**config.mk**
```make
export PLATFORM = sky130hd
export DESIGN_NAME = disparity_wta_subpixel
export DESIGN_NICKNAME = d
export VERILOG_FILES = /design/src/rtl/core/dwta_pkg.sv /design/src/rtl/core/dwta_regs.sv /design/src/rtl/core/dwta_ctrl.sv /design/src/rtl/core/dwta_datapath.sv /design/src/rtl/core/disparity_wta_subpixel.sv
export SDC_FILE = /design/constraint.sdc
export NUM_CORES = 1
export LEC_CHECK = 0
export BUFFER_PORTS_ARGS = -buffer_cell sky130_fd_sc_hd__buf_4
export CAP_MARGIN = 20
export CORE_ASPECT_RATIO = 0.5
export CORE_UTILIZATION = 40
export DETAILED_ROUTE_END_ITERATION = 10
export PLACE_DENSITY_LB_ADDON = 0.25
export SLEW_MARGIN = 20
export SYNTH_ARGS = -nofsm -noshare
export SYNTH_HDL_FRONTEND = slang
export SYNTH_SLANG_ARGS = --single-unit
```
**constraint.sdc**
```tcl
create_clock -name clk -period 11.38 [get_ports clk]
set_clock_uncertainty 0.1 [all_clocks]
set_input_delay 1.138 -clock clk [delete_from_list [all_inputs] [get_ports clk]]
set_output_delay 1.138 -clock clk [all_outputs]
set_load 0.03 [all_outputs]
```
**src/rtl/core/dwta_pkg.sv**
```systemverilog
// Shared types and constants for the winner-take-all subpixel disparity block.
package dwta_pkg;

  localparam int MAX_DISP_DEFAULT  = 256;
  localparam int FRAC_BITS_DEFAULT = 8;
  localparam int ADDR_W            = 4;
  localparam int DATA_W            = 32;

  localparam logic [15:0] COST_ALL_ONES = 16'hFFFF;
  localparam logic [8:0]  RATIO_ONE     = 9'd256;

  localparam logic [1:0] STATUS_VALID      = 2'd0;
  localparam logic [1:0] STATUS_EDGE       = 2'd1;
  localparam logic [1:0] STATUS_NOT_UNIQUE = 2'd2;
  localparam logic [1:0] STATUS_NO_COST    = 2'd3;

  localparam logic [1:0] REG_MIN_DISP   = 2'd0;
  localparam logic [1:0] REG_MAX_DISP   = 2'd1;
  localparam logic [1:0] REG_UNIQ_EN    = 2'd2;
  localparam logic [1:0] REG_UNIQ_RATIO = 2'd3;

  typedef struct packed {
    logic [15:0] cost;
    logic        cost_usable;
  } in_t;

  typedef struct packed {
    logic [15:0] disparity_q8;
    logic [1:0]  status;
  } out_t;

  typedef struct packed {
    logic [7:0] disp_first;
    logic [8:0] disp_end;
    logic       uniqueness_enable;
    logic [8:0] uniqueness_ratio_q8;
  } cfg_t;

  typedef struct packed {
    logic acc;
    logic eval;
    logic clr;
    logic out_fail;
    logic dload;
    logic step;
    logic out_fin;
  } cmd_t;

  typedef struct packed {
    logic last_pos;
    logic need_div;
    logic div_last;
  } sts_t;

endpackage

```
**src/rtl/core/dwta_regs.sv**
```systemverilog
// Configuration register file behind the APB-style port.
module dwta_regs (
  input  logic                          clk,
  input  logic                          rst,
  input  logic                          psel,
  input  logic                          penable,
  input  logic                          pwrite,
  input  logic [dwta_pkg::ADDR_W-1:0]   paddr,
  input  logic [dwta_pkg::DATA_W-1:0]   pwdata,
  output logic [dwta_pkg::DATA_W-1:0]   prdata,
  output logic                          pready,
  output dwta_pkg::cfg_t                cfg
);
  import dwta_pkg::*;

  logic [1:0] reg_index;
  logic       wr_en;

  assign reg_index = paddr[ADDR_W-1:2];
  assign wr_en     = psel && penable && pwrite;
  assign pready    = 1'b1;

  always_ff @(posedge clk) begin
    if (rst) begin
      cfg.disp_first          <= 8'd0;
      cfg.disp_end            <= 9'd64;
      cfg.uniqueness_enable   <= 1'b1;
      cfg.uniqueness_ratio_q8 <= 9'd243;
    end else if (wr_en) begin
      unique case (reg_index)
        REG_MIN_DISP:   cfg.disp_first          <= pwdata[7:0];
        REG_MAX_DISP:   cfg.disp_end            <= pwdata[8:0];
        REG_UNIQ_EN:    cfg.uniqueness_enable   <= pwdata[0];
        REG_UNIQ_RATIO: cfg.uniqueness_ratio_q8 <= pwdata[8:0];
        default: ;
      endcase
    end
  end

  always_comb begin
    unique case (reg_index)
      REG_MIN_DISP:   prdata = DATA_W'(cfg.disp_first);
      REG_MAX_DISP:   prdata = DATA_W'(cfg.disp_end);
      REG_UNIQ_EN:    prdata = DATA_W'(cfg.uniqueness_enable);
      REG_UNIQ_RATIO: prdata = DATA_W'(cfg.uniqueness_ratio_q8);
      default:        prdata = '0;
    endcase
  end

endmodule

```
**src/rtl/core/dwta_ctrl.sv**
```systemverilog
// Sequencer: cost accumulation, pixel evaluation, division and result transfer.
module dwta_ctrl (
  input  logic           clk,
  input  logic           rst,
  input  logic           in_valid,
  output logic           in_ready,
  output logic           out_valid,
  input  logic           out_ready,
  input  dwta_pkg::sts_t sts,
  output dwta_pkg::cmd_t cmd
);
  import dwta_pkg::*;

  typedef enum logic [2:0] {
    ST_ACC,
    ST_EVAL,
    ST_DLOAD,
    ST_DIV,
    ST_FIN
  } state_t;

  state_t state;

  assign in_ready = (state == ST_ACC) && (!sts.last_pos || !out_valid || out_ready);

  always_comb begin
    cmd          = '0;
    cmd.acc      = in_valid && in_ready;
    cmd.eval     = (state == ST_EVAL);
    cmd.clr      = (state == ST_EVAL);
    cmd.out_fail = (state == ST_EVAL) && !sts.need_div;
    cmd.dload    = (state == ST_DLOAD);
    cmd.step     = (state == ST_DIV);
    cmd.out_fin  = (state == ST_FIN);
  end

  always_ff @(posedge clk) begin
    if (rst) begin
      state     <= ST_ACC;
      out_valid <= 1'b0;
    end else begin
      if (out_valid && out_ready) begin
        out_valid <= 1'b0;
      end
      unique case (state)
        ST_ACC: begin
          if (cmd.acc && sts.last_pos) begin
            state <= ST_EVAL;
          end
        end
        ST_EVAL: begin
          if (sts.need_div) begin
            state <= ST_DLOAD;
          end else begin
            out_valid <= 1'b1;
            state     <= ST_ACC;
          end
        end
        ST_DLOAD: state <= ST_DIV;
        ST_DIV: begin
          if (sts.div_last) begin
            state <= ST_FIN;
          end
        end
        ST_FIN: begin
          out_valid <= 1'b1;
          state     <= ST_ACC;
        end
        default: state <= ST_ACC;
      endcase
    end
  end

endmodule

```
**src/rtl/core/dwta_datapath.sv**
```systemverilog
// Cost tracking, status evaluation, serial divider and result register.
module dwta_datapath #(
  parameter int MAX_DISPARITIES = dwta_pkg::MAX_DISP_DEFAULT,
  parameter int FRACTION_BITS   = dwta_pkg::FRAC_BITS_DEFAULT
) (
  input  logic           clk,
  input  logic           rst,
  input  dwta_pkg::cfg_t cfg,
  input  dwta_pkg::in_t  in_data,
  input  dwta_pkg::cmd_t cmd,
  output dwta_pkg::sts_t sts,
  output dwta_pkg::out_t out_data
);
  import dwta_pkg::*;

  localparam int IW = $clog2(MAX_DISPARITIES);
  localparam int CW = (IW + 1 > 9) ? IW + 1 : 9;
  localparam int MW = 16 + FRACTION_BITS;
  localparam int NW = ((MW > 17) ? MW : 17) + 1;
  localparam int RW = 19;
  localparam int KW = $clog2(NW + 1);
  localparam int BW = ((IW > 8) ? IW : 8) + 1;
  localparam int XW = ((BW + FRACTION_BITS > NW) ? BW + FRACTION_BITS : NW) + 1;

  logic [IW-1:0] position_count, position_count_next;
  logic [15:0]   lowest_cost, lowest_cost_next;
  logic [15:0]   second_cost, second_cost_next;
  logic [IW-1:0] best_index, best_index_next;
  logic [15:0]   previous_cost;
  logic [15:0]   cost_before_best, cost_before_best_next;
  logic [15:0]   cost_after_best, cost_after_best_next;
  logic          await_after, await_after_next;
  logic          seen_usable;

  logic [15:0]   eff_cost;
  logic [8:0]    disp_diff;
  logic [CW-1:0] range_len;
  logic          at_edge;

  logic [8:0]    ratio_c;
  logic [8:0]    weight;
  logic [24:0]   prod;
  logic [16:0]   thresh;
  logic [15:0]   margin;
  logic          not_unique;
  logic [1:0]    status_c;

  logic [16:0]   sum_c;
  logic [16:0]   low2_c;
  logic [16:0]   den_c;
  logic          neg_c;
  logic [15:0]   gap_c;

  logic [16:0]   den_q;
  logic [MW-1:0] mag_q;
  logic          neg_q;
  logic [BW-1:0] base_q;

  logic [NW-1:0] num_q;
  logic [RW-1:0] rem_q;
  logic [17:0]   dsr_q;
  logic [KW-1:0] cnt_q;
  logic [RW-1:0] rem_shift;
  logic          rem_ge;

  logic [XW-1:0] base_s;
  logic [XW-1:0] quot_x;
  logic [XW-1:0] res_x;
  logic [15:0]   disp_fin;

  assign eff_cost  = in_data.cost_usable ? in_data.cost : COST_ALL_ONES;
  assign disp_diff = cfg.disp_end - {1'b0, cfg.disp_first};

  always_comb begin
    if ({1'b0, cfg.disp_first} >= cfg.disp_end) begin
      range_len = CW'(1);
    end else if (CW'(disp_diff) > CW'(MAX_DISPARITIES)) begin
      range_len = CW'(MAX_DISPARITIES);
    end else begin
      range_len = CW'(disp_diff);
    end
  end

  assign sts.last_pos = (CW'(position_count) + CW'(1)) >= range_len;

  always_comb begin
    position_count_next   = position_count + IW'(1);
    lowest_cost_next      = lowest_cost;
    second_cost_next      = second_cost;
    best_index_next       = best_index;
    cost_before_best_next = cost_before_best;
    cost_after_best_next  = cost_after_best;
    await_after_next      = await_after;
    if (await_after) begin
      cost_after_best_next = eff_cost;
      await_after_next     = 1'b0;
    end
    if (in_data.cost_usable) begin
      if (!seen_usable || in_data.cost < lowest_cost) begin
        second_cost_next      = lowest_cost;
        lowest_cost_next      = in_data.cost;
        best_index_next       = position_count;
        cost_before_best_next = (position_count != '0) ? previous_cost : COST_ALL_ONES;
        cost_after_best_next  = COST_ALL_ONES;
        await_after_next      = 1'b1;
      end else if (in_data.cost < second_cost) begin
        second_cost_next = in_data.cost;
      end
    end
  end

  always_ff @(posedge clk) begin
    if (rst || cmd.clr) begin
      position_count   <= '0;
      lowest_cost      <= COST_ALL_ONES;
      second_cost      <= COST_ALL_ONES;
      best_index       <= '0;
      previous_cost    <= COST_ALL_ONES;
      cost_before_best <= COST_ALL_ONES;
      cost_after_best  <= COST_ALL_ONES;
      await_after      <= 1'b0;
      seen_usable      <= 1'b0;
    end else if (cmd.acc) begin
      position_count   <= position_count_next;
      lowest_cost      <= lowest_cost_next;
      second_cost      <= second_cost_next;
      best_index       <= best_index_next;
      previous_cost    <= eff_cost;
      cost_before_best <= cost_before_best_next;
      cost_after_best  <= cost_after_best_next;
      await_after      <= await_after_next;
      seen_usable      <= seen_usable || in_data.cost_usable;
    end
  end

  assign at_edge = (best_index == '0) || ((CW'(best_index) + CW'(1)) >= range_len);
  assign ratio_c = (cfg.uniqueness_ratio_q8 > RATIO_ONE) ? RATIO_ONE : cfg.uniqueness_ratio_q8;
  assign weight  = RATIO_ONE - ratio_c;
  assign prod    = 25'(lowest_cost) * 25'(weight);
  assign thresh  = prod[24:8];
  assign margin  = second_cost - lowest_cost;
  assign not_unique = cfg.uniqueness_enable && ({1'b0, margin} <= thresh);

  always_comb begin
    if (!seen_usable) begin
      status_c = STATUS_NO_COST;
    end else if (at_edge) begin
      status_c = STATUS_EDGE;
    end else if (not_unique) begin
      status_c = STATUS_NOT_UNIQUE;
    end else begin
      status_c = STATUS_VALID;
    end
  end

  assign sts.need_div = (status_c == STATUS_VALID);

  assign sum_c  = 17'(cost_before_best) + 17'(cost_after_best);
  assign low2_c = {lowest_cost, 1'b0};
  assign den_c  = (sum_c > low2_c) ? (sum_c - low2_c) : 17'd1;
  assign neg_c  = cost_before_best < cost_after_best;
  assign gap_c  = neg_c ? (cost_after_best - cost_before_best)
                        : (cost_before_best - cost_after_best);

  assign rem_shift    = {rem_q[RW-2:0], num_q[NW-1]};
  assign rem_ge       = rem_shift >= RW'(dsr_q);
  assign sts.div_last = (cnt_q == KW'(1));

  always_ff @(posedge clk) begin
    if (cmd.eval) begin
      den_q  <= den_c;
      mag_q  <= MW'(gap_c) << FRACTION_BITS;
      neg_q  <= neg_c;
      base_q <= BW'(cfg.disp_first) + BW'(best_index);
    end
    if (cmd.dload) begin
      num_q <= NW'(mag_q) + NW'(den_q);
      rem_q <= '0;
      dsr_q <= {den_q, 1'b0};
      cnt_q <= KW'(NW);
    end else if (cmd.step) begin
      rem_q <= rem_ge ? (rem_shift - RW'(dsr_q)) : rem_shift;
      num_q <= {num_q[NW-2:0], rem_ge};
      cnt_q <= cnt_q - KW'(1);
    end
  end

  assign base_s = XW'(base_q) << FRACTION_BITS;
  assign quot_x = XW'(num_q);

  always_comb begin
    if (neg_q) begin
      res_x = (quot_x > base_s) ? '0 : (base_s - quot_x);
    end else begin
      res_x = base_s + quot_x;
    end
    disp_fin = (res_x > XW'(COST_ALL_ONES)) ? COST_ALL_ONES : res_x[15:0];
  end

  always_ff @(posedge clk) begin
    if (cmd.out_fail) begin
      out_data.disparity_q8 <= '0;
      out_data.status       <= status_c;
    end else if (cmd.out_fin) begin
      out_data.disparity_q8 <= disp_fin;
      out_data.status       <= STATUS_VALID;
    end
  end

endmodule

```
**src/rtl/core/disparity_wta_subpixel.sv**
```systemverilog
// Winner-take-all disparity selection with subpixel refinement, top level.
// Costs: one transfer per cycle while in_ready is high; a pixel is R = range length transfers.
// Rejected pixel: the evaluation state registers the result; no cost is taken in that state.
// Valid pixel: divider gives one quotient bit per cycle over an NW-bit numerator,
// NW = max(16 + FRACTION_BITS, 17) + 1 (25 at defaults); states EVAL, DLOAD, DIV, FIN.
// Reset: synchronous rst restores register defaults and clears per-pixel state.
module disparity_wta_subpixel #(
  parameter int MAX_DISPARITIES = dwta_pkg::MAX_DISP_DEFAULT,
  parameter int FRACTION_BITS   = dwta_pkg::FRAC_BITS_DEFAULT
) (
  input  logic                        clk,
  input  logic                        rst,
  input  logic                        in_valid,
  output logic                        in_ready,
  input  dwta_pkg::in_t               in_data,
  output logic                        out_valid,
  input  logic                        out_ready,
  output dwta_pkg::out_t              out_data,
  input  logic                        psel,
  input  logic                        penable,
  input  logic                        pwrite,
  input  logic [dwta_pkg::ADDR_W-1:0] paddr,
  input  logic [dwta_pkg::DATA_W-1:0] pwdata,
  output logic [dwta_pkg::DATA_W-1:0] prdata,
  output logic                        pready
);
  import dwta_pkg::*;

  cfg_t cfg;
  cmd_t cmd;
  sts_t sts;

  dwta_regs u_regs (
    .clk     (clk),
    .rst     (rst),
    .psel    (psel),
    .penable (penable),
    .pwrite  (pwrite),
    .paddr   (paddr),
    .pwdata  (pwdata),
    .prdata  (prdata),
    .pready  (pready),
    .cfg     (cfg)
  );

  dwta_ctrl u_ctrl (
    .clk       (clk),
    .rst       (rst),
    .in_valid  (in_valid),
    .in_ready  (in_ready),
    .out_valid (out_valid),
    .out_ready (out_ready),
    .sts       (sts),
    .cmd       (cmd)
  );

  dwta_datapath #(
    .MAX_DISPARITIES (MAX_DISPARITIES),
    .FRACTION_BITS   (FRACTION_BITS)
  ) u_dp (
    .clk      (clk),
    .rst      (rst),
    .cfg      (cfg),
    .in_data  (in_data),
    .cmd      (cmd),
    .sts      (sts),
    .out_data (out_data)
  );

endmodule

```
==> run summary <==
Max Clk Rate -> 0.106 GHz
Synth top area share -> 15.1%
boundary pin count -> 113
clk root buf -> clkbuf_16
share of post-route cells with drive strength above 1 -> 7.15%
cts bufs inserted -> 28
1st-iter DRT viols -> 1331
setup ws final -> 1950 ps
crit share post-route -> 82.9%
max cap viols -> 0
cell mode on critical path -> fa_1
Met3 Routed Length -> 2610 um
P&R area growth vs syn -> 9.59%
CP max-delay cell -> o21ai_1
Max rail drop VDD -> 0.149 mV
critical path endpoint category -> register
pre-CTS WS -> 1930 ps
Post-synth ARST share -> 0%
Fin. Hold Viols -> 0
Relative slew margins -> 30.5%
Netlist cell types -> 93
DR WL/cell -> 17.3 um
H-Tree Depth -> 1
# diodes -> 0
TritonCTS clock tree -> done
Port Buffers -> 63
hpwl dp -> 45000 um
die area -> 56600 um2
static leakage -> 0.0116 uW
Yosys top cell by area -> dfxtp_1
sequential element share of the synthesized area -> 26.9%
Die H -> 169 um
first-pass GRT wire length -> 94500 um
Post-Syn Instances -> 2588
Pre-antenna DRT Iters -> 5
HP Start -> u_dp.cnt_q[4]$_SDFFE_PP1N_
Crit Path Class -> reg2reg
Routed WL -> 58400 um
Initial Util -> 40.9%
Most used DFF post-synth -> dfxtp_1
final antenna-violating net count -> 0
syn_area_per_cell -> 8.59 um2
Commonest cells post-synth -> inv_1 (283), nand2_1 (265), ha_1 (251)
number of synthesized flops with an enable pin -> 87
worst-skew pair later-pin latency -> 550 ps
vias in the first global route -> 17300
total global routing overflow -> 0
Post-route DRC -> 0
initial antenna violation count -> 0
largest net degree at the start of global routing -> 67
DR vias/cell -> 5.34
Pins Over Slew Limit -> 0
Clock Pin Slew Worst Setup and Hold Paths -> 70 ps
Yosys reg bits -> 255
r2r endpoint -> u_dp.out_data[1]$_SDFFCE_PN0P_
placed cells -> 3324
CTS hold repair buffers -> 0
fin nets -> 3030
Post-Syn Area -> 22200 um2
Tot Pwr -> 4340 uW
Core Box Area -> 54400 um2
Worst Path Max Fanout -> 18
status -> finished clean
cts repair resizes -> 0
Hold Path Depth -> 1
Worst path max stage delay -> 760 ps
clock tree buffer depth -> 3
Final Setup Violations -> 0
Placement Rows -> 60
R2R Setup Slk -> 1950 ps
top cells by area, synth -> dfxtp_1 (15%), ha_1 (14%), edfxtp_1 (12%)
RR Startpoint -> u_regs.cfg[0]$_SDFFE_PP1P_
Post-CTS Setup Bufs -> 0
Required @ worst endpoint -> 11550 ps
YS warnings -> 0
setup TNS -> 0 ps
Least-Margin Pin Slew -> 1040 ps
hold crit path type -> reg2reg
utilization after layout -> 44.8%
Layout Cells excl Fill -> 3375
CP Data Arrival Time -> 9600 ps
CTS Sinks -> 255
PD cells -> 178 nW/um2
total track usage -> 20.8%
Critical Path Start Type -> register
post-layout min period -> 9430 ps
Placer Congestion -> 0.859
WL met1 -> 29000 um
routed via count -> 18000
most common cell in the netlist -> inv_1
Top Layer Used -> met4
RSZ-0062 raised after global routing -> no
Worst Hold Path EP -> u_dp.cnt_q[4]$_SDFFE_PP1N_
chip width -> 335 um
metal2 WL -> 25600 um
R2R depth -> 31
## routing by layer
layer | vias up | GRT usage [%]
li1 | 8932 | -
met1 | 8634 | 30.5
met2 | 387 | 32.7
met3 | 69 | 2.41
met4 | 0 | 4.23
met5 | - | 0
## worst max path at each step
stage                               start  cells after the start                        endpoint  slack, ps
6_report       u_regs.cfg[0]$_SDFFE_PP1P_                     31  u_dp.out_data[1]$_SDFFCE_PN0P_       1950
5_1_grt        u_regs.cfg[0]$_SDFFE_PP1P_                     31  u_dp.out_data[0]$_SDFFCE_PN0P_       1340
4_1_cts        u_regs.cfg[0]$_SDFFE_PP1P_                     31  u_dp.out_data[1]$_SDFFCE_PN0P_       1910
3_5_place_dp   u_regs.cfg[0]$_SDFFE_PP1P_                     31  u_dp.out_data[1]$_SDFFCE_PN0P_       1930
3_3_place_gp   u_regs.cfg[0]$_SDFFE_PP1P_                     31  u_dp.out_data[1]$_SDFFCE_PN0P_       2010
2_1_floorplan  u_regs.cfg[8]$_SDFFE_PP0P_                     33  u_dp.out_data[0]$_SDFFCE_PN0P_       3620
## report_power, final
group          total (uW)  internal (uW)  switching (uW)
clock                 957            564             394
sequential           1090           1020            66.6
combinational        2290            968            1320
## placed cells by master (no fill, tap or decap), types with 14 or more instances in the layout
cell,Yosys,routed
conb_1,2,24
or3_1,27,27
dfxtp_1,168,168
a21o_1,52,52
a21boi_0,14,14
a32oi_1,17,17
nand2b_1,29,29
edfxtp_1,87,87
inv_1,283,282
ha_1,251,251
nor3_1,94,93
xnor2_1,81,81
a31oi_1,24,24
xor2_1,43,43
nor2b_1,27,27
nand3_1,32,32
nand4_1,21,21
nand2_1,265,265
fa_1,108,108
a21oi_1,132,132
nor2_1,198,197
o22ai_1,19,19
mux2i_1,72,72
and2_1,33,33
buf_4,25,88
o21a_1,24,24
and3_1,14,14
clkbuf_16,0,30
o21bai_1,23,23
o21ai_0,168,168
## critical path, delay by kind of cell, from the launching register on
family / cells / cell delay (ps)
fa+ha+maj: 7 / 2970
buf+inv: 3 / 300
xor+xnor: 1 / 170
compound gates: 13 / 3510
simple gates: 7 / 1650
flops: 1 / 430
## cells by family after synthesis
kind of cell / share of synthesized area, %
other cells: 0.0338
simple gates: 16.4
buf+inv: 7.35
fa+ha+maj: 23.8
mux: 3.44
xor+xnor: 4.96
flops: 26.9
compound gates: 17.1
## state kept, by name, indices dropped and copies added, names as in the netlist, 17 cells and up
register       count
u_regs.cfg        27
u_dp.num_q        25
u_dp.out_data     18
u_dp.rem_q        18
u_dp.den_q        17
u_dp.dsr_q        17
## stage by stage
step           instance area, um2  hold slack [ps]
6_report                    24400              345
3_5_place_dp                23400              341
4_1_cts                     24400              347
2_1_floorplan               22300              320
3_3_place_gp                23400              331
5_1_grt                     24400              375
## area by class of cell
type,instances,area (um2)
well taps,744,931
repair buffers,88,661
inverters,287,1080
fillers,5375,30000
flip-flops and latches,255,5980
clock inverters,11,124
clock buffers,39,845
multi-input cells,1951,14800
No activity file was read; power rests on OpenSTA's default activity.
